$ cat src/design/ptru_pkg.sv
// ----------------------------------------------------------------------------
// ptru_pkg
// Shared types, constants and helpers of the periodic task release unit.
// ----------------------------------------------------------------------------
`default_nettype none

package ptru_pkg;

    localparam int TICK_W        = 32;
    localparam int STEP_W        = $clog2(TICK_W);
    localparam int CNT_W16       = 16;
    localparam int MASK_W        = 6;
    localparam int WORD_W        = 36;
    localparam int NUM_WORDS     = 6;
    localparam int CFG_IDX_W     = 3;
    localparam int TASK_CNT_W    = 3;
    localparam int TASK_ID_W     = 3;
    localparam int MAX_TASKS_DEF = 6;

    localparam logic [CNT_W16-1:0]   CNT_MAX        = 16'hFFFF;
    localparam logic [CFG_IDX_W-1:0] REG_TASK_COUNT = 3'd0;
    localparam logic [CFG_IDX_W-1:0] REG_TASK_WORD0 = 3'd1;
    localparam logic                 REQ_TICK       = 1'b0;
    localparam logic                 REQ_WAIT       = 1'b1;

    typedef struct packed {
        logic                 req_type;
        logic [TASK_ID_W-1:0] task_id;
    } t_in;

    typedef struct packed {
        logic [MASK_W-1:0]  release_mask;
        logic               granted;
        logic [CNT_W16-1:0] activation_count;
        logic [CNT_W16-1:0] completion_count;
    } t_out;

    typedef struct packed {
        logic                 has_pred;
        logic [TASK_ID_W-1:0] pred;
        logic [15:0]          phase;
        logic [15:0]          period;
    } t_task_word;

    typedef struct packed {
        logic              start;
        logic [TICK_W-1:0] dividend;
        logic [15:0]       divisor;
    } t_mod_req;

    typedef struct packed {
        logic        busy;
        logic        done;
        logic [15:0] rem;
    } t_mod_rsp;

    function automatic logic [CNT_W16-1:0] sat_inc(input logic [CNT_W16-1:0] v);
        return (v == CNT_MAX) ? v : v + 16'd1;
    endfunction

endpackage

`default_nettype wire

$ cat src/design/ptru_mod_unit.sv
// ----------------------------------------------------------------------------
// ptru_mod_unit
// Bit-serial restoring remainder unit: 32-bit dividend by 16-bit divisor,
// one quotient bit per cycle, remainder valid with the done pulse.
// ----------------------------------------------------------------------------
`default_nettype none

module ptru_mod_unit (
    input  wire                 i_clk,
    input  wire                 i_rst_n,
    input  ptru_pkg::t_mod_req  i_req,
    output ptru_pkg::t_mod_rsp  o_rsp
);

    logic                          r_busy;
    logic                          r_done;
    logic [ptru_pkg::STEP_W-1:0]   r_cnt;
    logic [ptru_pkg::TICK_W-1:0]   r_dvd;
    logic [15:0]                   r_div;
    logic [15:0]                   r_rem;
    logic [16:0]                   w_trial;
    logic                          w_ge;
    logic [15:0]                   w_next;

    always_comb begin
        w_trial = {r_rem, r_dvd[ptru_pkg::TICK_W-1]};
        w_ge    = w_trial >= {1'b0, r_div};
        w_next  = w_ge ? 16'(w_trial - {1'b0, r_div}) : w_trial[15:0];
    end

    always_ff @(posedge i_clk) begin
        if (!i_rst_n) begin
            r_busy <= 1'b0;
            r_done <= 1'b0;
            r_cnt  <= '0;
        end else begin
            r_done <= 1'b0;
            if (i_req.start) begin
                r_busy <= 1'b1;
                r_cnt  <= ptru_pkg::STEP_W'(ptru_pkg::TICK_W - 1);
            end else if (r_busy) begin
                if (r_cnt == '0) begin
                    r_busy <= 1'b0;
                    r_done <= 1'b1;
                end else begin
                    r_cnt <= r_cnt - 1'b1;
                end
            end
        end
    end

    always_ff @(posedge i_clk) begin
        if (i_req.start) begin
            r_dvd <= i_req.dividend;
            r_div <= i_req.divisor;
            r_rem <= '0;
        end else if (r_busy) begin
            r_dvd <= {r_dvd[ptru_pkg::TICK_W-2:0], 1'b0};
            r_rem <= w_next;
        end
    end

    assign o_rsp = '{busy: r_busy, done: r_done, rem: r_rem};

endmodule

`default_nettype wire

$ cat src/design/periodic_task_release_unit.sv
// ----------------------------------------------------------------------------
// periodic_task_release_unit
// Tick-driven release of up to MAX_TASKS periodic tasks with phase,
// period and predecessor, plus per-task wait handling.
// ----------------------------------------------------------------------------
// A tick walks the tasks in use one after another: each task passes the
// states LOAD, RDI, RDP, CHK and FIRE for table reads and checks, and also
// DIV in the shared bit-serial remainder unit when its phase has passed, its
// predecessor allows it and its period is nonzero. A tick closes with a last
// LOAD, which advances the tick count, and DONE; a wait passes WRD, WUPD and
// DONE. The input is not ready while an item is in work; a finished result
// sits in the output register and the next item is taken meanwhile.
`default_nettype none

module periodic_task_release_unit #(
    parameter int MAX_TASKS = ptru_pkg::MAX_TASKS_DEF
) (
    input  wire                               i_clk,
    input  wire                               i_rst_n,
    input  wire                               i_in_valid,
    output logic                              o_in_ready,
    input  ptru_pkg::t_in                     i_in_data,
    output logic                              o_out_valid,
    input  wire                               i_out_ready,
    output ptru_pkg::t_out                    o_out_data,
    input  wire                               i_cfg_we,
    input  wire  [ptru_pkg::CFG_IDX_W-1:0]    i_cfg_idx,
    input  wire  [ptru_pkg::WORD_W-1:0]       i_cfg_data
);

    localparam int IDX_W = (MAX_TASKS > 1) ? $clog2(MAX_TASKS) : 1;
    localparam int CNT_W = $clog2(MAX_TASKS + 1);
    localparam int CMP_W = 4;

    localparam logic [3:0] S_IDLE = 4'd0;
    localparam logic [3:0] S_LOAD = 4'd1;
    localparam logic [3:0] S_RDI  = 4'd2;
    localparam logic [3:0] S_RDP  = 4'd3;
    localparam logic [3:0] S_CHK  = 4'd4;
    localparam logic [3:0] S_DIV  = 4'd5;
    localparam logic [3:0] S_FIRE = 4'd6;
    localparam logic [3:0] S_WRD  = 4'd7;
    localparam logic [3:0] S_WUPD = 4'd8;
    localparam logic [3:0] S_DONE = 4'd9;

    logic [3:0]                          r_state;
    logic [3:0]                          n_state;
    logic [ptru_pkg::TASK_CNT_W-1:0]     r_task_count;
    logic [ptru_pkg::WORD_W-1:0]         r_word [MAX_TASKS];
    logic [ptru_pkg::TICK_W-1:0]         r_tick;
    logic [ptru_pkg::CNT_W16-1:0]        r_act  [MAX_TASKS];
    logic [ptru_pkg::CNT_W16-1:0]        r_comp [MAX_TASKS];
    logic [MAX_TASKS-1:0]                r_pending;
    logic [CNT_W-1:0]                    r_idx;
    logic [IDX_W-1:0]                    r_addr;
    logic [ptru_pkg::CNT_W16-1:0]        r_rd_act;
    logic [ptru_pkg::CNT_W16-1:0]        r_rd_comp;
    logic [ptru_pkg::CNT_W16-1:0]        r_act_self;
    logic [ptru_pkg::CNT_W16-1:0]        r_comp_self;
    logic                                r_fire;
    logic                                r_wait_ok;
    logic [ptru_pkg::MASK_W-1:0]         r_mask;
    ptru_pkg::t_out                      r_res;
    ptru_pkg::t_out                      r_out;
    logic                                r_out_valid;

    logic [CNT_W-1:0]                    w_used;
    logic [IDX_W-1:0]                    w_idx;
    ptru_pkg::t_task_word                w_word;
    logic                                w_pred_ok;
    logic                                w_phase_ok;
    logic [ptru_pkg::TICK_W-1:0]         w_since;
    logic                                w_need_div;
    logic                                w_in_xfer;
    logic                                w_out_free;
    logic [ptru_pkg::CFG_IDX_W-1:0]      w_cfg_t;
    logic                                w_cfg_word;
    ptru_pkg::t_mod_req                  w_mod_req;
    ptru_pkg::t_mod_rsp                  w_mod_rsp;

    ptru_mod_unit u_mod (
        .i_clk   (i_clk),
        .i_rst_n (i_rst_n),
        .i_req   (w_mod_req),
        .o_rsp   (w_mod_rsp)
    );

    always_comb begin
        if ({1'b0, r_task_count} > CMP_W'(MAX_TASKS)) begin
            w_used = CNT_W'(MAX_TASKS);
        end else begin
            w_used = CNT_W'(r_task_count);
        end
        w_idx      = r_idx[IDX_W-1:0];
        w_word     = ptru_pkg::t_task_word'(r_word[w_idx]);
        w_pred_ok  = !w_word.has_pred ||
                     (({1'b0, w_word.pred} < CMP_W'(w_used)) && (r_comp_self < r_rd_comp));
        w_phase_ok = r_tick >= ptru_pkg::TICK_W'(w_word.phase);
        w_since    = r_tick - ptru_pkg::TICK_W'(w_word.phase);
        w_need_div = w_pred_ok && w_phase_ok && (w_word.period != '0);
        w_in_xfer  = i_in_valid && o_in_ready;
        w_out_free = !r_out_valid || i_out_ready;
        w_cfg_t    = i_cfg_idx - ptru_pkg::REG_TASK_WORD0;
        w_cfg_word = (i_cfg_idx >= ptru_pkg::REG_TASK_WORD0) &&
                     ({1'b0, i_cfg_idx} < CMP_W'(ptru_pkg::NUM_WORDS + 1)) &&
                     ({1'b0, w_cfg_t} < CMP_W'(MAX_TASKS));
        w_mod_req  = '{start:    (r_state == S_CHK) && w_need_div,
                       dividend: w_since,
                       divisor:  w_word.period};
    end

    always_comb begin
        n_state = r_state;
        unique case (r_state)
            S_IDLE: begin
                if (w_in_xfer) begin
                    n_state = (i_in_data.req_type == ptru_pkg::REQ_WAIT) ? S_WRD : S_LOAD;
                end
            end
            S_LOAD: n_state = (r_idx >= w_used) ? S_DONE : S_RDI;
            S_RDI:  n_state = S_RDP;
            S_RDP:  n_state = S_CHK;
            S_CHK:  n_state = w_need_div ? S_DIV : S_FIRE;
            S_DIV:  n_state = w_mod_rsp.done ? S_FIRE : S_DIV;
            S_FIRE: n_state = S_LOAD;
            S_WRD:  n_state = S_WUPD;
            S_WUPD: n_state = S_DONE;
            S_DONE: n_state = w_out_free ? S_IDLE : S_DONE;
            default: n_state = S_IDLE;
        endcase
    end

    // control, configuration and task state
    always_ff @(posedge i_clk) begin
        if (!i_rst_n) begin
            r_state      <= S_IDLE;
            r_task_count <= '0;
            r_tick       <= '0;
            r_pending    <= '0;
            r_out_valid  <= 1'b0;
            r_idx        <= '0;
            for (int i = 0; i < MAX_TASKS; i++) begin
                r_word[i] <= '0;
                r_act[i]  <= '0;
                r_comp[i] <= '0;
            end
        end else begin
            r_state <= n_state;
            if (i_cfg_we) begin
                if (i_cfg_idx == ptru_pkg::REG_TASK_COUNT) begin
                    r_task_count <= i_cfg_data[ptru_pkg::TASK_CNT_W-1:0];
                end else if (w_cfg_word) begin
                    r_word[w_cfg_t[IDX_W-1:0]] <= i_cfg_data;
                end
            end
            if (r_state == S_IDLE && w_in_xfer) begin
                r_idx <= '0;
            end
            if (r_state == S_LOAD && r_idx >= w_used) begin
                r_tick <= r_tick + 1'b1;
            end
            if (r_state == S_FIRE) begin
                if (r_fire) begin
                    r_pending[w_idx] <= 1'b1;
                    r_act[w_idx]     <= ptru_pkg::sat_inc(r_act_self);
                end
                r_idx <= CNT_W'(r_idx + 1'b1);
            end
            if (r_state == S_WUPD && r_wait_ok && r_pending[r_addr]) begin
                r_pending[r_addr] <= 1'b0;
                r_comp[r_addr]    <= ptru_pkg::sat_inc(r_rd_comp);
            end
            if (r_state == S_DONE && w_out_free) begin
                r_out_valid <= 1'b1;
            end else if (i_out_ready) begin
                r_out_valid <= 1'b0;
            end
        end
    end

    // datapath registers
    always_ff @(posedge i_clk) begin
        r_rd_act  <= r_act[r_addr];
        r_rd_comp <= r_comp[r_addr];
        unique case (r_state)
            S_IDLE: begin
                r_mask    <= '0;
                r_addr    <= i_in_data.task_id[IDX_W-1:0];
                r_wait_ok <= {1'b0, i_in_data.task_id} < CMP_W'(w_used);
            end
            S_LOAD: begin
                r_addr <= w_idx;
                r_res  <= '{release_mask: r_mask, default: '0};
            end
            S_RDI: r_addr <= w_word.pred[IDX_W-1:0];
            S_RDP: begin
                r_act_self  <= r_rd_act;
                r_comp_self <= r_rd_comp;
            end
            S_CHK: r_fire <= w_pred_ok && w_phase_ok && (w_since == '0);
            S_DIV: begin
                if (w_mod_rsp.done) begin
                    r_fire <= (w_mod_rsp.rem == '0);
                end
            end
            S_FIRE: begin
                if (r_fire) begin
                    r_mask <= r_mask | (ptru_pkg::MASK_W'(1) << r_idx);
                end
            end
            S_WRD: begin
            end
            S_WUPD: begin
                if (r_wait_ok) begin
                    r_res <= '{release_mask:     '0,
                               granted:          r_pending[r_addr],
                               activation_count: r_rd_act,
                               completion_count: r_pending[r_addr] ?
                                                 ptru_pkg::sat_inc(r_rd_comp) : r_rd_comp};
                end else begin
                    r_res <= '0;
                end
            end
            S_DONE: begin
                if (w_out_free) begin
                    r_out <= r_res;
                end
            end
            default: begin
            end
        endcase
    end

    assign o_in_ready  = (r_state == S_IDLE);
    assign o_out_valid = r_out_valid;
    assign o_out_data  = r_out;

`ifndef SYNTHESIS
    a_mod_start_idle: assert property (@(posedge i_clk) disable iff (!i_rst_n)
        w_mod_req.start |-> !w_mod_rsp.busy)
        else $error("remainder unit started while busy");

    a_wait_no_mask: assert property (@(posedge i_clk) disable iff (!i_rst_n)
        o_out_valid && o_out_data.granted |-> o_out_data.release_mask == '0)
        else $error("granted wait carries a release mask");

    a_grant_counted: assert property (@(posedge i_clk) disable iff (!i_rst_n)
        o_out_valid && o_out_data.granted |-> o_out_data.completion_count != '0)
        else $error("granted wait with zero completion count");

    a_tick_advance: assert property (@(posedge i_clk) disable iff (!i_rst_n)
        (r_state == S_LOAD) && (r_idx >= w_used) |=> r_tick == $past(r_tick) + 1'b1)
        else $error("tick count did not advance at end of tick");
`endif

endmodule

`default_nettype wire

$ cat config.mk
export PLATFORM = sky130hd
export DESIGN_NAME = periodic_task_release_unit
export DESIGN_NICKNAME = d
export VERILOG_FILES = /design/src/design/ptru_pkg.sv /design/src/design/ptru_mod_unit.sv /design/src/design/periodic_task_release_unit.sv
export SDC_FILE = /design/constraint.sdc
export NUM_CORES = 1
export LEC_CHECK = 0
export ABC_AREA = 1
export ABC_CLOCK_PERIOD_IN_PS = 6700
export BUFFER_PORTS_ARGS = -buffer_cell sky130_fd_sc_hd__buf_4
export CAP_MARGIN = 20
export CORE_ASPECT_RATIO = 0.6
export CORE_MARGIN = 2
export CORE_UTILIZATION = 45
export DETAILED_ROUTE_END_ITERATION = 10
export GPL_TIMING_DRIVEN = 0
export PLACE_DENSITY_LB_ADDON = 0.05
export REMOVE_ABC_BUFFERS = 1
export SLEW_MARGIN = 5
export SYNTH_ARGS = -nofsm -noshare
export SYNTH_HDL_FRONTEND = slang
export SYNTH_SLANG_ARGS = --single-unit
export TNS_END_PERCENT = 30
$ cat constraint.sdc
create_clock -name i_clk -period 6.7 [get_ports i_clk]
set_input_delay 1.34 -clock i_clk [delete_from_list [all_inputs] [get_ports i_clk]]
set_output_delay 1.34 -clock i_clk [all_outputs]
set_load 0.02 [all_outputs]
==> out/results.ini <==
[outcome]
status = finished clean

[logic_synthesis]
synth_area_mm2 = 0.0371
synth_mux_area_frac = 0
yosysMostFrequentCell = nor2_1
synth_xor_area_frac = 0.0118
async_reset_ff_frac = 0
yosysWarnings = 0
ys_seq_area_frac = 0.635
synth_top_family_by_area = simple AND/OR/NAND/NOR gates
synthTopCellsByCount = nor2_1 (759), edfxtp_1 (713), nand2_1 (624)
synthTopCellsByArea = edfxtp_1 (58%), nor2_1 (7.7%), nand2_1 (6.3%)
avgSynthCellArea_um2 = 10.1
synth.top_cell.area_share = 0.578
yosysUniqueCellTypes = 64
synth_edf_count = 713
synthFlopType = edfxtp_1
synthCells = 3669
synth_top_cell_by_area = edfxtp_1
synthSimpleGateAreaFrac = 0.181
synth_compound_area_frac = 0.0902
synthAdderAreaFrac = 0.0237
ys_ff_latch = 820

[setup_path]
worstPathRequired_ns = 6.96
arrival_ns = 6.39
worstPathMaxFanout = 114
path_buf_inv = 4
path_cells = buf_16 -> inv_6 -> buf_16 -> o21ai_0 -> o22ai_1 -> o21ai_0 -> ha_1 -> nand2_1 -> o21ai_0 -> nand2_1 -> nand2_1 -> nor2_1 -> nand2_1 -> nor2_1 -> a21oi_2 -> nand2_2 -> nor2_4 -> inv_4 -> nand2_4
reg2reg_depth = 19
endpoint_kind = flip-flop
cpMaxStageDelayCell = dfxtp_4
critPathKind = reg2reg
r2r_setup_slack_ns = 0.57
worstReg2RegEnd = u_mod.r_dvd[7]
cpMostUsedCell = nand2_1
slowest_delay_ns = 0.72
critical-path-top-delay-family = simple AND/OR/NAND/NOR gates
start_kind = flip-flop

[flow_run]
maxCapViolations = 0

[drt]
wl_um = 101000
wl_per_cell_um = 20.2
vias = 26467
first_pass_iters = 6
via_per_inst = 5.31
ant_nets = 0
post-route-drc-count = 0
drt_iter0_drc = 2870

[clock_tree]
numCtsBuffers = 82
clk_latency_ns = 0.64
clock-root-buffer = clkbuf_16
cts_buffer_depth = 3
path_clk_slew_ns = 0.06
cts_tree = yes
htreeDepth = 3
clock_sinks = 820
ctsHoldBuffers = 0

[layout]
drive_above_1_share = 0.0965
final_nets = 3960
areaGrowthSynthToFinish_pct = 14.7
fillers = 7397
seq_area_mm2 = 0.0236
multi_input_area_mm2 = 0.0119
utilization = 0.522

[sta]
fin_crit_ns = 6.13
tightest_slew_ns = 1.08
fmaxAchievable_ghz = 0.163
timing.hold.ws_ns = 0.413
min_period_over_period = 0.914
hold_violations = 0
rsz0062_at_grt = false
slew_headroom = 0.276
setup_violations = 0
timing.final.ws_setup_ns = 0.573
drv_slew = 0
fin_skew_ns = 0.0278

[pwr]
peakVddDrop_v = 0.000182
total_power_uw = 13700
power_density_mw_per_mm2 = 323
p_leak_uw = 0.0166

[global_routing]
grt_pass1_wl_um = 152000
grt_overflow = 0
antenna_found_initial = 2
grtUsageTotal = 0.237
grt_pass1_vias = 24673
grt_max_degree = 115

[placement]
place.gp.congestion = 0.838
place_ws_ns = -0.216
io_buffers = 88
dp_hpwl_um = 65400

[floorplanning]
rows = 81
core_area_mm2 = 0.0815
num_io_pins = 89
die-width_um = 375
start_util = 0.455
fp.dieH_um = 226
dieArea_mm2 = 0.0848

[hold_path]
holdCritPathClass = reg2reg
min_to = o_out_data[29]
hold_depth = 0
hp-start = r_res[29]

==> layout make-up <==
class / instances / share of cell area
Sequential cell: 820 / 0.554
Multi-Input combinational cell: 2428 / 0.281
Clock buffer: 108 / 0.0537
Timing Repair Buffer: 135 / 0.0377
Inverter: 376 / 0.0335
Tap cell: 1079 / 0.0317
Clock inverter: 41 / 0.00871
Antenna cell: 1 / 0.0000588
==> power breakdown <==
part	leakage [µW]	switching [µW]	internal, µW	total, µW
registers	0.00781	301	6170	6470
logic	0.00751	1860	794	2650
clock network	0.00131	1980	2630	4610
total	0.0166	4140	9600	13700
==> cell usage in the layout (no fill, tap or decap), types with 10 or more instances in the layout <==
cell and count:
a21oi_1 91, a221oi_1 18, a22o_1 14, a22oi_1 10, buf_12 17, buf_16 15
buf_4 91, clkbuf_1 15, clkbuf_16 84, clkinv_1 24, clkinv_2 17, conb_1 104
dfxtp_1 104, edfxtp_1 713, ha_1 67, inv_1 334, inv_2 26, nand2_1 614
nand2_2 24, nand3_1 81, nand4_1 36, nor2_1 752, nor2_4 25, nor3_1 46
o211ai_1 11, o21ai_0 276, o21ai_1 16, o221ai_1 16, o22ai_1 69, xnor2_1 14
xor2_1 36
==> sequential cells by signal, summed over array words and instances, names as in the netlist, 4 cells and up, named ones only <==
register	flops
r_mask	6
u_mod.r_rem	16
r_comp_self	16
o_out_data	39
r_comp	128
u_mod.r_cnt	5
r_act	128
r_rd_comp	16
u_mod.r_div	16
u_mod.r_dvd	32
r_tick	32
r_res	39
r_word	288
r_state	4
r_pending	6
r_rd_act	16
r_act_self	16
==> worst reg2reg max path, delay by kind of cell (launching register included) <==
family	cells	cell delay [ns]
flops	1	0.72
simple gates	9	1.83
buf+inv	4	1.26
fa+ha+maj	1	0.31
compound gates	5	1.61
==> stage by stage <==
| step | cell area, µm² | std cells | setup TNS, ns |
|---|---|---|---|
| floorplan | 36700 | 3623 | -30.92 |
| global placement | 38800 | 4790 | -2260.04 |
| detailed placement | 39800 | 4836 | -6.84 |
| CTS | 42500 | 4986 | 0 |
| global route | 42500 | 4987 | 0 |
| finish | 42500 | 4988 | 0 |
==> how the worst max path moves through the flow <==
stage | start | end | slack (ns) | cells after the start
CTS | flip-flop | u_mod.r_dvd[11] | 0.11 | 21
global route | flip-flop | u_mod.r_dvd[2] | 0.07 | 22
global placement | flip-flop | u_mod.r_dvd[25] | -5.94 | 19
floorplan | flip-flop | u_mod.r_dvd[0] | -0.87 | 20
finish | flip-flop | u_mod.r_dvd[7] | 0.57 | 19
detailed placement | flip-flop | u_mod.r_dvd[3] | -0.22 | 21
==> repair_timing <==
action | CTS | global route
setup endpoints to repair | 32 | 32
cloned | 1 | 0
pin swaps | 1 | 0
resized for setup | 0 | 1
setup buffers | 0 | 1
==> cell families after synthesis <==
| kind of cell | count (synthesis) |
|---|---|
| DFF | 820 |
| buffers and inverters | 525 |
| adders and majority gates | 69 |
| and+or+nand+nor | 1627 |
| other | 1 |
| xor gates and xnor gates | 50 |
| AOI/OAI and AO/OA | 577 |
==> metal layers <==
| metal | wire length (µm) | GRT usage | up-vias |
|---|---|---|---|
| met1 | 51900 | 0.390 | 12759 |
| met5 | 0 | 0 | - |
| met3 | 7110 | 0.0370 | 108 |
| li1 | - | - | 12733 |
| met4 | 1540 | 0.0468 | 0 |
| met2 | 40200 | 0.326 | 867 |
Power figures use the tool's default switching activity.
